### src/design/scli_pkg.sv
// Shared types, codes and keyword tables for the command line interpreter.
`timescale 1ns / 1ps
`default_nettype none

package scli_pkg;

  // Default configuration of the line buffer and number reader
  localparam int DEF_LINE_CAPACITY = 40;
  localparam int DEF_MAX_DIGITS    = 3;

  // Number accumulator: three decimal digits at most
  localparam int VAL_W = 10;

  // Keyword count
  localparam int NUM_KW = 7;

  // Character codes
  localparam logic [7:0] CH_BS    = 8'h08;
  localparam logic [7:0] CH_DEL   = 8'h7F;
  localparam logic [7:0] CH_LF    = 8'h0A;
  localparam logic [7:0] CH_CR    = 8'h0D;
  localparam logic [7:0] CH_SPACE = 8'h20;
  localparam logic [7:0] CH_TILDE = 8'h7E;

  // Result status codes
  typedef enum logic [3:0] {
    ST_ON         = 4'd0,
    ST_OFF        = 4'd1,
    ST_AUTO       = 4'd2,
    ST_PWM_SET    = 4'd3,
    ST_INC        = 4'd4,
    ST_DEC        = 4'd5,
    ST_INC_REFUSE = 4'd6,
    ST_DEC_REFUSE = 4'd7,
    ST_PWM_NODIG  = 4'd8,
    ST_PWM_RANGE  = 4'd9,
    ST_HELP       = 4'd10,
    ST_UNKNOWN    = 4'd11
  } status_e;

  // Configuration register indexes
  typedef enum logic [1:0] {
    CFG_FLOOR   = 2'd0,
    CFG_CEILING = 2'd1,
    CFG_STEP    = 2'd2
  } cfg_idx_e;

  typedef struct packed {
    logic [7:0] pwm_floor;
    logic [7:0] pwm_ceiling;
    logic [7:0] speed_step;
  } cfg_t;

  // Keywords; KW_NONE stands for an unrecognised word
  typedef enum logic [2:0] {
    KW_PWM  = 3'd0,
    KW_ON   = 3'd1,
    KW_OFF  = 3'd2,
    KW_AUTO = 3'd3,
    KW_INC  = 3'd4,
    KW_DEC  = 3'd5,
    KW_HELP = 3'd6,
    KW_NONE = 3'd7
  } kw_e;

  // Back end sequencer
  typedef enum logic [1:0] {
    BK_IDLE,
    BK_FETCH,
    BK_SCAN,
    BK_EXEC
  } back_state_t;

  // Parse phase within a line
  typedef enum logic [1:0] {
    PH_LEAD,
    PH_WORD,
    PH_GAP,
    PH_NUM
  } phase_t;

  // What the scanner does with the current character
  typedef enum logic [1:0] {
    ACT_ADV,
    ACT_STAY,
    ACT_DROP,
    ACT_EXEC
  } act_t;

  // Buffer release from back end to front end
  typedef struct packed {
    logic valid;
    logic bank;
  } release_t;

  // Keyword length in characters
  function automatic logic [2:0] kw_len(kw_e k);
    logic [2:0] l;
    unique case (k)
      KW_PWM:  l = 3'd3;
      KW_ON:   l = 3'd2;
      KW_OFF:  l = 3'd3;
      KW_AUTO: l = 3'd4;
      KW_INC:  l = 3'd3;
      KW_DEC:  l = 3'd3;
      KW_HELP: l = 3'd4;
      default: l = 3'd0;
    endcase
    return l;
  endfunction

  // Keyword character at a position (first character at position 0)
  function automatic logic [7:0] kw_char(kw_e k, logic [1:0] pos);
    logic [31:0] s;
    logic [7:0]  c;
    unique case (k)
      KW_PWM:  s = "PWM ";
      KW_ON:   s = "ON  ";
      KW_OFF:  s = "OFF ";
      KW_AUTO: s = "AUTO";
      KW_INC:  s = "INC ";
      KW_DEC:  s = "DEC ";
      KW_HELP: s = "HELP";
      default: s = 32'h0;
    endcase
    unique case (pos)
      2'd0:    c = s[31:24];
      2'd1:    c = s[23:16];
      2'd2:    c = s[15:8];
      default: c = s[7:0];
    endcase
    return c;
  endfunction

endpackage

`default_nettype wire

### src/design/scli_store.sv
// Two-bank line store: one write port, one registered read port.
`timescale 1ns / 1ps
`default_nettype none

module scli_store
  import scli_pkg::*;
#(
  parameter int AW = 7
) (
  input  wire logic          clk,
  input  wire logic          wr_en,
  input  wire logic [AW-1:0] wr_addr,
  input  wire logic [7:0]    wr_data,
  input  wire logic          rd_en,
  input  wire logic [AW-1:0] rd_addr,
  output logic      [7:0]    rd_data
);

  logic [7:0] mem [2**AW];

  // write port
  always_ff @(posedge clk) begin
    if (wr_en) begin
      mem[wr_addr] <= wr_data;
    end
  end

  // registered read port
  always_ff @(posedge clk) begin
    if (rd_en) begin
      rd_data <= mem[rd_addr];
    end
  end

endmodule

`default_nettype wire

### src/design/scli_queue.sv
// Two-entry queue of finished lines (buffer bank and length).
`timescale 1ns / 1ps
`default_nettype none

module scli_queue
  import scli_pkg::*;
#(
  parameter int LW = 6
) (
  input  wire logic          clk,
  input  wire logic          rst,
  input  wire logic          push,
  input  wire logic          push_bank,
  input  wire logic [LW-1:0] push_len,
  input  wire logic          pop,
  output logic               empty,
  output logic               full,
  output logic               head_bank,
  output logic      [LW-1:0] head_len
);

  logic          bank_q [2];
  logic [LW-1:0] len_q  [2];
  logic          wr_ptr;
  logic          rd_ptr;
  logic [1:0]    count;

  assign empty     = (count == 2'd0);
  assign full      = (count == 2'd2);
  assign head_bank = bank_q[rd_ptr];
  assign head_len  = len_q[rd_ptr];

  // pointers and fill count
  always_ff @(posedge clk) begin
    if (rst) begin
      wr_ptr <= 1'b0;
      rd_ptr <= 1'b0;
      count  <= 2'd0;
    end else begin
      if (push) begin
        wr_ptr <= ~wr_ptr;
      end
      if (pop) begin
        rd_ptr <= ~rd_ptr;
      end
      priority if (push && !pop) begin
        count <= count + 2'd1;
      end else if (pop && !push) begin
        count <= count - 2'd1;
      end
    end
  end

  // entry storage
  always_ff @(posedge clk) begin
    if (push) begin
      bank_q[wr_ptr] <= push_bank;
      len_q[wr_ptr]  <= push_len;
    end
  end

endmodule

`default_nettype wire

### src/design/scli_front.sv
// Front end: takes characters, edits the current line, hands finished lines on.
`timescale 1ns / 1ps
`default_nettype none

module scli_front
  import scli_pkg::*;
#(
  parameter int LINE_CAPACITY = DEF_LINE_CAPACITY,
  parameter int LW            = $clog2(LINE_CAPACITY)
) (
  input  wire logic          clk,
  input  wire logic          rst,
  input  wire logic          rx_valid,
  output logic               rx_stall,
  input  wire logic [7:0]    rx_char,
  // line store write port
  output logic               wr_en,
  output logic [LW:0]        wr_addr,
  output logic [7:0]         wr_data,
  // queue push side
  output logic               push,
  output logic               push_bank,
  output logic [LW-1:0]      push_len,
  input  wire logic          q_full,
  // bank handed back by the back end
  input  wire release_t      rel
);

  localparam logic [LW-1:0] LEN_MAX = LW'(LINE_CAPACITY - 1);

  logic [LW-1:0] len;
  logic          cur;
  logic [1:0]    busy;

  logic is_bs;
  logic is_eol;
  logic is_print;
  logic take;

  // classify the incoming character
  always_comb begin
    is_bs    = (rx_char == CH_BS) || (rx_char == CH_DEL);
    is_eol   = (rx_char == CH_LF) || (rx_char == CH_CR);
    is_print = (rx_char >= CH_SPACE) && (rx_char <= CH_TILDE);
  end

  // hold off when the bank is still being parsed or the queue is full
  assign rx_stall = (is_print && busy[cur]) || (is_eol && (len != '0) && q_full);
  assign take     = rx_valid && !rx_stall;

  assign wr_en     = take && is_print && (len < LEN_MAX);
  assign wr_addr   = {cur, len};
  assign wr_data   = rx_char;
  assign push      = take && is_eol && (len != '0);
  assign push_bank = cur;
  assign push_len  = len;

  // line length and bank selection
  always_ff @(posedge clk) begin
    if (rst) begin
      len <= '0;
      cur <= 1'b0;
    end else if (take) begin
      priority if (is_bs) begin
        if (len != '0) begin
          len <= len - LW'(1);
        end
      end else if (is_eol) begin
        len <= '0;
        if (len != '0) begin
          cur <= ~cur;
        end
      end else if (wr_en) begin
        len <= len + LW'(1);
      end
    end
  end

  // bank busy flags: set on hand-over, cleared on release
  always_ff @(posedge clk) begin
    if (rst) begin
      busy <= 2'b00;
    end else begin
      for (int b = 0; b < 2; b++) begin
        if (push && (cur == 1'(b))) begin
          busy[b] <= 1'b1;
        end else if (rel.valid && (rel.bank == 1'(b))) begin
          busy[b] <= 1'b0;
        end
      end
    end
  end

endmodule

`default_nettype wire

### src/design/scli_back.sv
// Back end: walks a stored line, decodes the keyword and runs the command.
`timescale 1ns / 1ps
`default_nettype none

module scli_back
  import scli_pkg::*;
#(
  parameter int LINE_CAPACITY = DEF_LINE_CAPACITY,
  parameter int MAX_DIGITS    = DEF_MAX_DIGITS,
  parameter int LW            = $clog2(LINE_CAPACITY)
) (
  input  wire logic          clk,
  input  wire logic          rst,
  input  wire cfg_t          cfg,
  // queue pop side
  input  wire logic          q_empty,
  input  wire logic          head_bank,
  input  wire logic [LW-1:0] head_len,
  output logic               pop,
  // line store read port
  output logic               rd_en,
  output logic [LW:0]        rd_addr,
  input  wire logic [7:0]    rd_data,
  output release_t           rel,
  // result channel
  output logic               res_valid,
  input  wire logic          res_stall,
  output logic [3:0]         status,
  output logic               relay_on,
  output logic               manual_mode,
  output logic [7:0]         pwm_value,
  output logic               at_max,
  output logic               at_min
);

  localparam int DW = $clog2(MAX_DIGITS + 1);

  back_state_t   state, state_next;
  phase_t        phase;
  logic          bank;
  logic [LW-1:0] len;
  logic [LW-1:0] idx;
  logic [NUM_KW-1:0] cand;
  logic [2:0]    n;
  kw_e           kw;
  logic [VAL_W-1:0] val;
  logic [DW-1:0] digits;

  // command state
  logic       relay_state;
  logic       mode_manual;
  logic [7:0] pwm_setting;
  logic       max_flag;
  logic       min_flag;
  status_e    status_q;

  // scanner decode
  logic [7:0]        c;
  logic [7:0]        up;
  logic              have;
  logic              is_sp;
  logic              is_al;
  logic              is_dg;
  logic [NUM_KW-1:0] cand_upd;
  kw_e               kw_hit;
  act_t              act;
  phase_t            phase_next;
  logic [VAL_W-1:0]  val_next;

  // command execution
  logic       exec_fire;
  status_e    st_new;
  logic       relay_new;
  logic       mode_new;
  logic [7:0] pwm_new;
  logic       max_new;
  logic       min_new;
  logic [8:0] sum;
  logic [8:0] diff;

  // classify the fetched character and track keyword candidates
  always_comb begin
    c     = rd_data;
    up    = (c >= 8'h61) ? (c & 8'hDF) : c;
    have  = (idx < len);
    is_sp = have && (c == CH_SPACE);
    is_al = have && (((c >= 8'h41) && (c <= 8'h5A)) || ((c >= 8'h61) && (c <= 8'h7A)));
    is_dg = have && (c >= 8'h30) && (c <= 8'h39);
    kw_hit = KW_NONE;
    for (int k = 0; k < NUM_KW; k++) begin
      cand_upd[k] = cand[k] && (n < kw_len(kw_e'(3'(k))))
                    && (kw_char(kw_e'(3'(k)), n[1:0]) == up);
      if (cand[k] && (kw_len(kw_e'(3'(k))) == n)) begin
        kw_hit = kw_e'(3'(k));
      end
    end
    val_next = VAL_W'(13'({val, 3'b000}) + 13'({val, 1'b0}) + 13'(c[3:0]));
  end

  // scanner decision per phase
  always_comb begin
    act        = ACT_ADV;
    phase_next = phase;
    unique case (phase)
      PH_LEAD: begin
        priority if (is_sp) begin
          act = ACT_ADV;
        end else if (is_al) begin
          act        = ACT_STAY;
          phase_next = PH_WORD;
        end else begin
          act = ACT_DROP;
        end
      end
      PH_WORD: begin
        priority if (is_al) begin
          act = ACT_ADV;
        end else if (kw_hit == KW_PWM) begin
          act        = ACT_STAY;
          phase_next = PH_GAP;
        end else begin
          act = ACT_EXEC;
        end
      end
      PH_GAP: begin
        if (is_sp) begin
          act = ACT_ADV;
        end else begin
          act        = ACT_STAY;
          phase_next = PH_NUM;
        end
      end
      PH_NUM: begin
        if (is_dg && (digits < DW'(MAX_DIGITS))) begin
          act = ACT_ADV;
        end else begin
          act = ACT_EXEC;
        end
      end
      default: act = ACT_DROP;
    endcase
  end

  // next state
  always_comb begin
    state_next = state;
    unique case (state)
      BK_IDLE:  if (!q_empty) state_next = BK_FETCH;
      BK_FETCH: state_next = BK_SCAN;
      BK_SCAN: begin
        unique case (act)
          ACT_ADV:  state_next = BK_FETCH;
          ACT_STAY: state_next = BK_SCAN;
          ACT_DROP: state_next = BK_IDLE;
          default:  state_next = BK_EXEC;
        endcase
      end
      BK_EXEC:  if (exec_fire) state_next = BK_IDLE;
      default:  state_next = BK_IDLE;
    endcase
  end

  // sequencer outputs
  always_comb begin
    pop       = (state == BK_IDLE) && !q_empty;
    rd_en     = (state == BK_FETCH);
    exec_fire = (state == BK_EXEC) && (!res_valid || !res_stall);
    rel.valid = exec_fire || ((state == BK_SCAN) && (act == ACT_DROP));
    rel.bank  = bank;
  end

  assign rd_addr = {bank, idx};

  // run the decoded command
  always_comb begin
    relay_new = relay_state;
    mode_new  = mode_manual;
    pwm_new   = pwm_setting;
    max_new   = max_flag;
    min_new   = min_flag;
    sum       = {1'b0, pwm_setting} + {1'b0, cfg.speed_step};
    diff      = {1'b0, pwm_setting} - {1'b0, cfg.speed_step};
    st_new    = ST_UNKNOWN;
    unique case (kw)
      KW_PWM: begin
        priority if (digits == '0) begin
          st_new = ST_PWM_NODIG;
        end else if ((val < VAL_W'(cfg.pwm_floor)) || (val > VAL_W'(cfg.pwm_ceiling))) begin
          st_new = ST_PWM_RANGE;
        end else begin
          st_new   = ST_PWM_SET;
          mode_new = 1'b1;
          pwm_new  = val[7:0];
          max_new  = (val == VAL_W'(cfg.pwm_ceiling));
          min_new  = (val == VAL_W'(cfg.pwm_floor));
        end
      end
      KW_ON: begin
        st_new    = ST_ON;
        relay_new = 1'b1;
      end
      KW_OFF: begin
        st_new    = ST_OFF;
        relay_new = 1'b0;
      end
      KW_AUTO: begin
        st_new   = ST_AUTO;
        mode_new = 1'b0;
        max_new  = 1'b0;
        min_new  = 1'b0;
      end
      KW_INC: begin
        if (!mode_manual) begin
          st_new = ST_INC_REFUSE;
        end else begin
          st_new  = ST_INC;
          min_new = 1'b0;
          if (sum >= {1'b0, cfg.pwm_ceiling}) begin
            pwm_new = cfg.pwm_ceiling;
            max_new = 1'b1;
          end else begin
            pwm_new = sum[7:0];
            max_new = 1'b0;
          end
        end
      end
      KW_DEC: begin
        if (!mode_manual) begin
          st_new = ST_DEC_REFUSE;
        end else begin
          st_new  = ST_DEC;
          max_new = 1'b0;
          if (diff[8] || (diff[7:0] <= cfg.pwm_floor)) begin
            pwm_new = cfg.pwm_floor;
            min_new = 1'b1;
          end else begin
            pwm_new = diff[7:0];
            min_new = 1'b0;
          end
        end
      end
      KW_HELP: st_new = ST_HELP;
      default: st_new = ST_UNKNOWN;
    endcase
  end

  // sequencer state
  always_ff @(posedge clk) begin
    if (rst) begin
      state <= BK_IDLE;
    end else begin
      state <= state_next;
    end
  end

  // parse registers
  always_ff @(posedge clk) begin
    if (pop) begin
      bank   <= head_bank;
      len    <= head_len;
      idx    <= '0;
      phase  <= PH_LEAD;
      cand   <= '1;
      n      <= 3'd0;
      kw     <= KW_NONE;
      val    <= '0;
      digits <= '0;
    end else if (state == BK_SCAN) begin
      phase <= phase_next;
      if (act == ACT_ADV) begin
        idx <= idx + LW'(1);
      end
      unique case (phase)
        PH_WORD: begin
          if (is_al) begin
            cand <= cand_upd;
            n    <= (n == 3'd7) ? n : n + 3'd1;
          end else begin
            kw <= kw_hit;
          end
        end
        PH_NUM: begin
          if (act == ACT_ADV) begin
            val    <= val_next;
            digits <= digits + DW'(1);
          end
        end
        default: ;
      endcase
    end
  end

  // command state and result register
  always_ff @(posedge clk) begin
    if (rst) begin
      relay_state <= 1'b0;
      mode_manual <= 1'b0;
      pwm_setting <= 8'd0;
      max_flag    <= 1'b0;
      min_flag    <= 1'b0;
      res_valid   <= 1'b0;
      status_q    <= ST_ON;
    end else begin
      if (exec_fire) begin
        relay_state <= relay_new;
        mode_manual <= mode_new;
        pwm_setting <= pwm_new;
        max_flag    <= max_new;
        min_flag    <= min_new;
        status_q    <= st_new;
        res_valid   <= 1'b1;
      end else if (res_valid && !res_stall) begin
        res_valid <= 1'b0;
      end
    end
  end

  // state changes only together with a new result, so it doubles as payload
  assign status      = status_q;
  assign relay_on    = relay_state;
  assign manual_mode = mode_manual;
  assign pwm_value   = pwm_setting;
  assign at_max      = max_flag;
  assign at_min      = min_flag;

endmodule

`default_nettype wire

### src/design/serial_command_line_interpreter.sv
// Serial command line interpreter: top level with configuration registers.
//
// Usage:
//   rx channel   : one received byte per transaction on rx_char (rx_valid/rx_stall).
//                  Printable bytes build the line, 0x08/0x7F erase, CR or LF ends it.
//   res channel  : one transaction per executed command (res_valid/res_stall):
//                  status code plus relay, mode, PWM setting and limit flags.
//   cfg channel  : cfg_index selects floor (0), ceiling (1) or step (2); cfg_ready
//                  is always high. Write only while no line is being processed.
// Timing:
//   A byte is taken in the cycle it is offered unless rx_stall holds it. A line end
//   hands the line to the parser; the parser reads the line store through its
//   single registered read port, fetching and then scanning each character.
//   Two line banks let the next line be typed while the previous one is parsed;
//   rx_stall rises only when both banks are in use or the line queue is full.
// Reset (rst, synchronous): empty line, relay off, automatic mode, PWM 0, flags
//   clear, floor 0, ceiling 255, step 10. No result is pending after reset.
// Stall: a result held by res_stall keeps the parser waiting; its fields stay.
`timescale 1ns / 1ps
`default_nettype none

module serial_command_line_interpreter
  import scli_pkg::*;
#(
  parameter int LINE_CAPACITY = DEF_LINE_CAPACITY,
  parameter int MAX_DIGITS    = DEF_MAX_DIGITS
) (
  input  wire logic       clk,
  input  wire logic       rst,
  // character input
  input  wire logic       rx_valid,
  output logic            rx_stall,
  input  wire logic [7:0] rx_char,
  // configuration writes
  input  wire logic       cfg_valid,
  output logic            cfg_ready,
  input  wire logic [1:0] cfg_index,
  input  wire logic [7:0] cfg_data,
  // results
  output logic            res_valid,
  input  wire logic       res_stall,
  output logic [3:0]      status,
  output logic            relay_on,
  output logic            manual_mode,
  output logic [7:0]      pwm_value,
  output logic            at_max,
  output logic            at_min
);

  localparam int LW = $clog2(LINE_CAPACITY);

  cfg_t          cfg;
  logic          wr_en;
  logic [LW:0]   wr_addr;
  logic [7:0]    wr_data;
  logic          rd_en;
  logic [LW:0]   rd_addr;
  logic [7:0]    rd_data;
  logic          push;
  logic          push_bank;
  logic [LW-1:0] push_len;
  logic          pop;
  logic          q_empty;
  logic          q_full;
  logic          head_bank;
  logic [LW-1:0] head_len;
  release_t      rel;

  assign cfg_ready = 1'b1;

  // configuration registers
  always_ff @(posedge clk) begin
    if (rst) begin
      cfg.pwm_floor   <= 8'd0;
      cfg.pwm_ceiling <= 8'd255;
      cfg.speed_step  <= 8'd10;
    end else if (cfg_valid && cfg_ready) begin
      unique case (cfg_index)
        CFG_FLOOR:   cfg.pwm_floor   <= cfg_data;
        CFG_CEILING: cfg.pwm_ceiling <= cfg_data;
        CFG_STEP:    cfg.speed_step  <= cfg_data;
        default:     ;
      endcase
    end
  end

  scli_front #(
    .LINE_CAPACITY (LINE_CAPACITY),
    .LW            (LW)
  ) u_front (
    .clk       (clk),
    .rst       (rst),
    .rx_valid  (rx_valid),
    .rx_stall  (rx_stall),
    .rx_char   (rx_char),
    .wr_en     (wr_en),
    .wr_addr   (wr_addr),
    .wr_data   (wr_data),
    .push      (push),
    .push_bank (push_bank),
    .push_len  (push_len),
    .q_full    (q_full),
    .rel       (rel)
  );

  scli_store #(
    .AW (LW + 1)
  ) u_store (
    .clk     (clk),
    .wr_en   (wr_en),
    .wr_addr (wr_addr),
    .wr_data (wr_data),
    .rd_en   (rd_en),
    .rd_addr (rd_addr),
    .rd_data (rd_data)
  );

  scli_queue #(
    .LW (LW)
  ) u_queue (
    .clk       (clk),
    .rst       (rst),
    .push      (push),
    .push_bank (push_bank),
    .push_len  (push_len),
    .pop       (pop),
    .empty     (q_empty),
    .full      (q_full),
    .head_bank (head_bank),
    .head_len  (head_len)
  );

  scli_back #(
    .LINE_CAPACITY (LINE_CAPACITY),
    .MAX_DIGITS    (MAX_DIGITS),
    .LW            (LW)
  ) u_back (
    .clk         (clk),
    .rst         (rst),
    .cfg         (cfg),
    .q_empty     (q_empty),
    .head_bank   (head_bank),
    .head_len    (head_len),
    .pop         (pop),
    .rd_en       (rd_en),
    .rd_addr     (rd_addr),
    .rd_data     (rd_data),
    .rel         (rel),
    .res_valid   (res_valid),
    .res_stall   (res_stall),
    .status      (status),
    .relay_on    (relay_on),
    .manual_mode (manual_mode),
    .pwm_value   (pwm_value),
    .at_max      (at_max),
    .at_min      (at_min)
  );

endmodule

`default_nettype wire

### config.mk
export PLATFORM = sky130hd
export DESIGN_NAME = serial_command_line_interpreter
export DESIGN_NICKNAME = d
export VERILOG_FILES = /design/src/design/scli_pkg.sv /design/src/design/scli_store.sv /design/src/design/scli_queue.sv /design/src/design/scli_front.sv /design/src/design/scli_back.sv /design/src/design/serial_command_line_interpreter.sv
export SDC_FILE = /design/constraint.sdc
export NUM_CORES = 2
export LEC_CHECK = 0
export ABC_AREA = 1
export ABC_CLOCK_PERIOD_IN_PS = 8500
export BUFFER_PORTS_ARGS = -buffer_cell sky130_fd_sc_hd__buf_2
export CORE_MARGIN = 5
export CORE_UTILIZATION = 55
export CTS_CLUSTER_DIAMETER = 120
export DETAILED_ROUTE_END_ITERATION = 16
export PLACE_DENSITY = 0.71
export SLEW_MARGIN = 20
export SYNTH_ARGS = -nofsm -noshare
export SYNTH_HDL_FRONTEND = slang
export SYNTH_SLANG_ARGS = --single-unit
### constraint.sdc
create_clock -name clk -period 8.5 [get_ports clk]
set_clock_uncertainty 0.15 [all_clocks]
set_input_delay 1.7 -clock clk [delete_from_list [all_inputs] [get_ports clk]]
set_output_delay 1.7 -clock clk [all_outputs]
set_load 0.005 [all_outputs]
## After elaboration in Yosys (flattened, before gate mapping)

Memory sizes are Yosys's and may differ from the RTL's. A register that Yosys moved wholly into a read port is not among the register bits.
Index checks and enable logic that the tools add are counted.

| cells by class | value |
|---|---|
| muxes and demuxes | 77 |
| equal/unequal tests | 49 |
| order comparisons | 19 |
| bitwise operators | 7 |
| reductions and logical operators | 98 |
| $add $sub $neg | 11 |

Operators with widths:

| cell | count |
|---|---|
| $pmux 7 s3 | 3 |
| $eq 7x8->1 | 7 |
| $mux 8 | 6 |
| $logic_and 1x1->1 | 47 |
| $mux 2 | 16 |
| $mux 6 | 5 |
| $pmux 5 s3 | 2 |
| $pmux 4 s7 | 1 |
| $pmux 7 s2 | 2 |
| $eq 8x4->1 const B | 3 |
| $le 8x7->1 const B | 3 |
| $mux 1 | 24 |
| $pmux 8 s3 | 1 |
| $mux 3 | 7 |
| $eq 10x8->1 | 2 |
| $eq 2x2->1 const B | 8 |
| $ge 8x6->1 const B | 2 |
| $ge 8x7->1 const B | 2 |
| $pmux 2 s4 | 2 |
| $logic_not 2->1 | 7 |
| $ne 2x2->1 const B | 7 |
| $add 6x1->6 const B | 2 |
| $eq 3x3->1 const B | 4 |
| $pmux 2 s3 | 2 |
| 44 further kinds | 96 |

| storage, ports and cells | value |
|---|---|
| memories kept | 3 |
| output and inout bits | 19 |
| input bits | 23 |
| logic and storage cells | 289 |
| flip-flop bits (word level) | 89 |
| bits in writable memories | 1038 |

Memory list:

| name | words | bits a word | read ports | clocked after memory_dff | wr ports | line | text |
|---|---|---|---|---|---|---|---|
| u_store.mem | 128 | 8 | 1 | 1 | 1 | scli_store.sv:19 | `logic [7:0] mem [2**AW];` |
| u_queue.len_q | 2 | 6 | 1 | 1 | 1 | scli_queue.sv:23 | `logic [LW-1:0] len_q [2];` |
| u_queue.bank_q | 2 | 1 | 1 | 1 | 1 | scli_queue.sv:22 | `logic bank_q [2];` |

## Depth between registers and ports, before layout

| logic depth | value |
|---|---|
| depth after elaboration | 19 |
| gate-level depth with buffers | 22 |
| gate-level depth less buffers | 21 |

## Modules after synthesis

A second synthesis with hierarchy kept.

| second synthesis, totals | value |
|---|---|
| cells, all modules | 4772 |
| area total of the unflattened synthesis | 50776.2 um2 |

By module, submodules not included:

| module | area each (um2) | instances | seq. area each (um2) | cells an instance |
|---|---|---|---|---|
| scli_store | 42184.2 | 1 | 30989.7 | 3575 |
| scli_back | 5868.1 | 1 | 1251.2 | 829 |
| serial_command_line_interpreter | 1034.7 | 1 | 480.5 | 140 |
| scli_front | 955.9 | 1 | 180.2 | 173 |
| scli_queue | 733.2 | 1 | 520.5 | 55 |

## Least setup slack after synthesis

Ideal clock, no wire load.

| path | value |
|---|---|
| path type | in2out |
| from | input port rx_char[6] |
| to | output port rx_stall |
| slack | 4250 ps |
| buffers on the path | 0 |
| stages on the path | 7 |
| data arrival time | 2400 ps |
| required time | 6650 ps |
| cells stage by stage | nor2_1 > nand2_1 > nor2_1 > nand3_1 > nand2_1 > nand3_4 > nand2_1 |

| between the ends | value |
|---|---|
| longest elaborated chain between the ends | 5 |
| elaborated cells on any way between the ends | 10 |
| classes of those cells | order compare (2); eq/ne (2); reduce/logical (6) |

Ends and longest elaborated chain:

| what | line | text |
|---|---|---|
| from (decl) | serial_command_line_interpreter.sv:33 | `input wire logic [7:0] rx_char,` |
| parallel branches: the longest is 4 deep, another holds $ge 8x6->1 | n/a |  |
| $logic_or 1x1->1 * | scli_front.sv:48 | `assign rx_stall = (is_print && busy[cur]) \|\| (is_eol && (len != '0) && q_full);` |
| to (decl) | serial_command_line_interpreter.sv:32 | `output logic rx_stall,` |

Every way passes the cells marked *.

## Final worst setup path

| path | value |
|---|---|
| from | input port rx_char[2] |
| to | output port rx_stall |

Same word-level chain as after synthesis.

==> metrics <==
Worst EP arrival 3.50 ns; crit-path max FO 77; DP HPWL 69900 um; Slew headroom 0.219; die width 308 um; Finish-stage setup viols 0; Post-Synth Simple-Gate Area 0.136; number of routed nets with antenna violations 0; CP peak stage delay 0.58 ns; DR pass1 iterations 6; Crit path required time 6.65 ns; DP Area 0.0512 mm^2; Post-CTS Hold Fix Bufs 0; Mapped Avg Cell Area 11.5 um^2; PostCTS Resize Cnt 0; register area share after synthesis 0.685; maximum VDD drop 0.176 mV; total power 0.0143 W; DRC Markers 0; Top-Level Pins 42; Sink Count 1142; Max Slew Vio Count 0; xor/xnor share of the synthesized area 0.00826; H-tree depth 3; Synth Register Bits 1142; area leader, netlist edfxtp_1; first-pass GRT wire length 183000 um; synth top area cells edfxtp_1 (65%), nor2_1 (5.7%), o21ai_0 (5.5%), nand2_1 (4.0%), dfxtp_1 (3.7%); Clock Latency Late Sink 0.70 ns; synthesized area 0.0488 mm^2; drt wl/cell 20.3 um; top-area cell type share of the netlist area 0.648; initial antenna violation count 4; Startpoint Class input pin; Ys Warns 0; routed vias 33202; largest family of logic cells by synthesized area simple AND/OR/NAND/NOR gates; final worst path period need 5.35 ns; cell area after layout 0.0547 mm^2; nets@finish 4707; pwr dens 260 mW/mm^2; status finished, final reports clean; I/O Buffers 40; final hold violations 0; Post CTS Setup Buffer Count 0; mux cell area share after synthesis 0.000231; fmax 0.187 GHz; Static Leak 20.1 nW; post-synthesis adder-cell area fraction 0.0252; Iter 0 DRT Violations 3876; share of layout cells above drive strength 1 0.0600; MaxCap Viol Count 0; async set or reset register ratio after synthesis 0; Root Driver clkbuf_16; # rows 109; reg-to-reg slack, setup 4.04 ns; Initial Util 0.553; CP Capture Type primary output; Worst-path clk slew 0.05 ns; Total Neg Setup Slack 0 ns; critical-path cell list buf_4 > nand2_1 > nor3_1 > nand2_1 > nand2_1 > nand3_4 > nand2_1 > buf_2; Synth Flop Type edfxtp_1; final WL 119000 um; GRT Total Usage 0.249; area grow syn2layout 12.3%; vias in the first global route 31628; CTS tree built; gpl congestion 0.894; Post-Syn Instances 4255; Post-synth EDFFs 1053; WP buf/inv 2; post-route clock period utilization 0.630; largest net degree at the start of global routing 205; Vias/cell 5.68; Num CTS Buffers 114; worst slew pin tran 1.17 ns; CP delay by family, top simple AND/OR/NAND/NOR gates; CP max-delay cell buf_4; GRT Residual Overflow 0; chip height 308 um; Hold Path Class register to register; Synth cell types 52; most frequent CP cell nand2_1; Synth Area in Compound Gates 0.108; die area 0.0947 mm^2; core outline area 0.0882 mm^2; RSZ-0062 raised after global routing no; crit path kind input pin to primary output; pre-CTS WS 3.20 ns; Final WS setup 3.15 ns; Longest Clk Path Bufs 3
## placed cells by master (no fill, tap or decap), types with 5 or more instances in the layout
| master | synthesis | final |
|---|---|---|
| edfxtp_1 | 1053 | 1053 |
| nor2_1 | 737 | 736 |
| o21ai_0 | 531 | 531 |
| nand2_1 | 525 | 525 |
| conb_1 | 2 | 385 |
| nand3_1 | 235 | 235 |
| inv_1 | 167 | 165 |
| a21oi_1 | 130 | 130 |
| clkbuf_16 | 0 | 119 |
| o211ai_1 | 108 | 108 |
| o22ai_1 | 99 | 99 |
| ha_1 | 92 | 92 |
| dfxtp_1 | 89 | 84 |
| nand4_1 | 50 | 50 |
| buf_4 | 15 | 46 |
| xor2_1 | 33 | 33 |
| o221ai_1 | 33 | 33 |
| clkbuf_1 | 138 | 33 |
| buf_2 | 80 | 32 |
| clkinv_1 | 8 | 29 |
| clkinv_2 | 1 | 21 |
| nor3_1 | 18 | 18 |
| xnor2_1 | 13 | 13 |
| inv_2 | 8 | 10 |
| nor4_1 | 6 | 6 |
| nand3b_1 | 6 | 6 |
| a31oi_1 | 6 | 6 |
| nand3_2 | 6 | 6 |
| a22oi_1 | 5 | 5 |
| bufinv_16 | 0 | 5 |
## final timing paths
check | start | to | depth (start not counted)
setup reg to reg | u_back.idx[2]$_SDFFE_PP0P_ | u_back.val[9]$_SDFFE_PP0P_ | 18
hold reg to reg | u_back.cand[3]$_SDFFE_PP1P_ | u_back.cand[3]$_SDFFE_PP1P_ | 2
hold / removal | u_back.cand[3]$_SDFFE_PP1P_ | u_back.cand[3]$_SDFFE_PP1P_ | 2
setup / recovery | rx_char[2] | rx_stall | 8
## cell families (layout without fill, tap and decap cells)
kind of cell | Yosys count | in the layout
XOR/XNOR | 46 | 46
other | 2 | 386
AND/OR/NAND/NOR | 1601 | 1601
adder cells (fa/ha/maj) | 96 | 96
AO/OA/AOI/OAI | 936 | 936
buffers and inverters | 431 | 475
flip-flops | 1142 | 1142
multiplexers | 1 | 1
## tightest hold or removal path: cells and delay by family (launching register included)
kind / cells / cell delay (ns)
flip-flops: 1 / 0.31
AND/OR/NAND/NOR: 2 / 0.10
## per-layer routing
| layer | GRT usage | vias to the layer above | wire length [um] |
|---|---|---|---|
| met4 | 0.0830 | 2 | 4190 |
| met3 | 0.0466 | 245 | 11100 |
| met5 | 0 | - | 13 |
| met1 | 0.347 | 15878 | 47600 |
| met2 | 0.402 | 1532 | 55700 |
| li1 | - | 15545 | - |
## stage by stage
step                hold WS [ns]  utilization  cells
detailed placement         0.282        0.580   5637
global route               0.317        0.620   5847
floorplan                  0.268            -   4638
global placement           0.281        0.580   5636
CTS                        0.294        0.620   5847
finish                     0.293        0.620   5848
## synthesized netlist by cell type, types with 2 or more instances
cell      number
a211oi_1       3
a21boi_0       2
a21o_1         2
a21oi_1      130
a22oi_1        5
a31oi_1        6
buf_1         14
buf_2         80
buf_4         15
clkbuf_1     138
clkinv_1       8
conb_1         2
dfxtp_1       89
edfxtp_1    1053
fa_1           4
ha_1          92
inv_1        167
inv_2          8
nand2_1      525
nand2_2        3
nand3_1      235
nand3_2        6
nand3_4        2
nand3b_1       6
nand4_1       50
nand4_2        2
nor2_1       737
nor2_2         2
nor2_4         2
nor3_1        18
nor4_1         6
o211ai_1     108
o21a_1         4
o21ai_0      531
o21ai_1        5
o21bai_1       2
o221ai_1      33
o22ai_1       99
or2_2          4
xnor2_1       13
xor2_1        33
## where the power goes
part           internal, W  switching (W)  total [W]
logic             0.000794        0.00211    0.00291
registers          0.00638       0.000163    0.00655
clock network      0.00272        0.00208    0.00480
## flip-flops by register name, summed over array words and instances (netlist names), 3 cells and up
| signal | count |
|---|---|
| u_back.status | 4 |
| u_back.cand | 7 |
| u_back.val | 10 |
| u_back.n | 3 |
| u_queue.len_q | 12 |
| cfg | 24 |
| u_back.pwm_value | 8 |
| u_back.kw | 3 |
| u_back.idx | 6 |
| u_store.rd_data | 8 |
| u_store.mem | 1024 |
| u_back.len | 6 |
| u_front.push_len | 6 |
## cell type report
class | count | area, um^2
Timing Repair Buffer | 81 | 564
Antenna cell | 1 | 2.50
Multi-Input combinational cell | 3065 | 15000
Clock buffer | 154 | 3130
Sequential cell | 1142 | 33400
Clock inverter | 56 | 442
Inverter | 184 | 704
Tap cell | 1165 | 1460
Fill cell | 6973 | 33500
(Power assumes the default switching activity.)
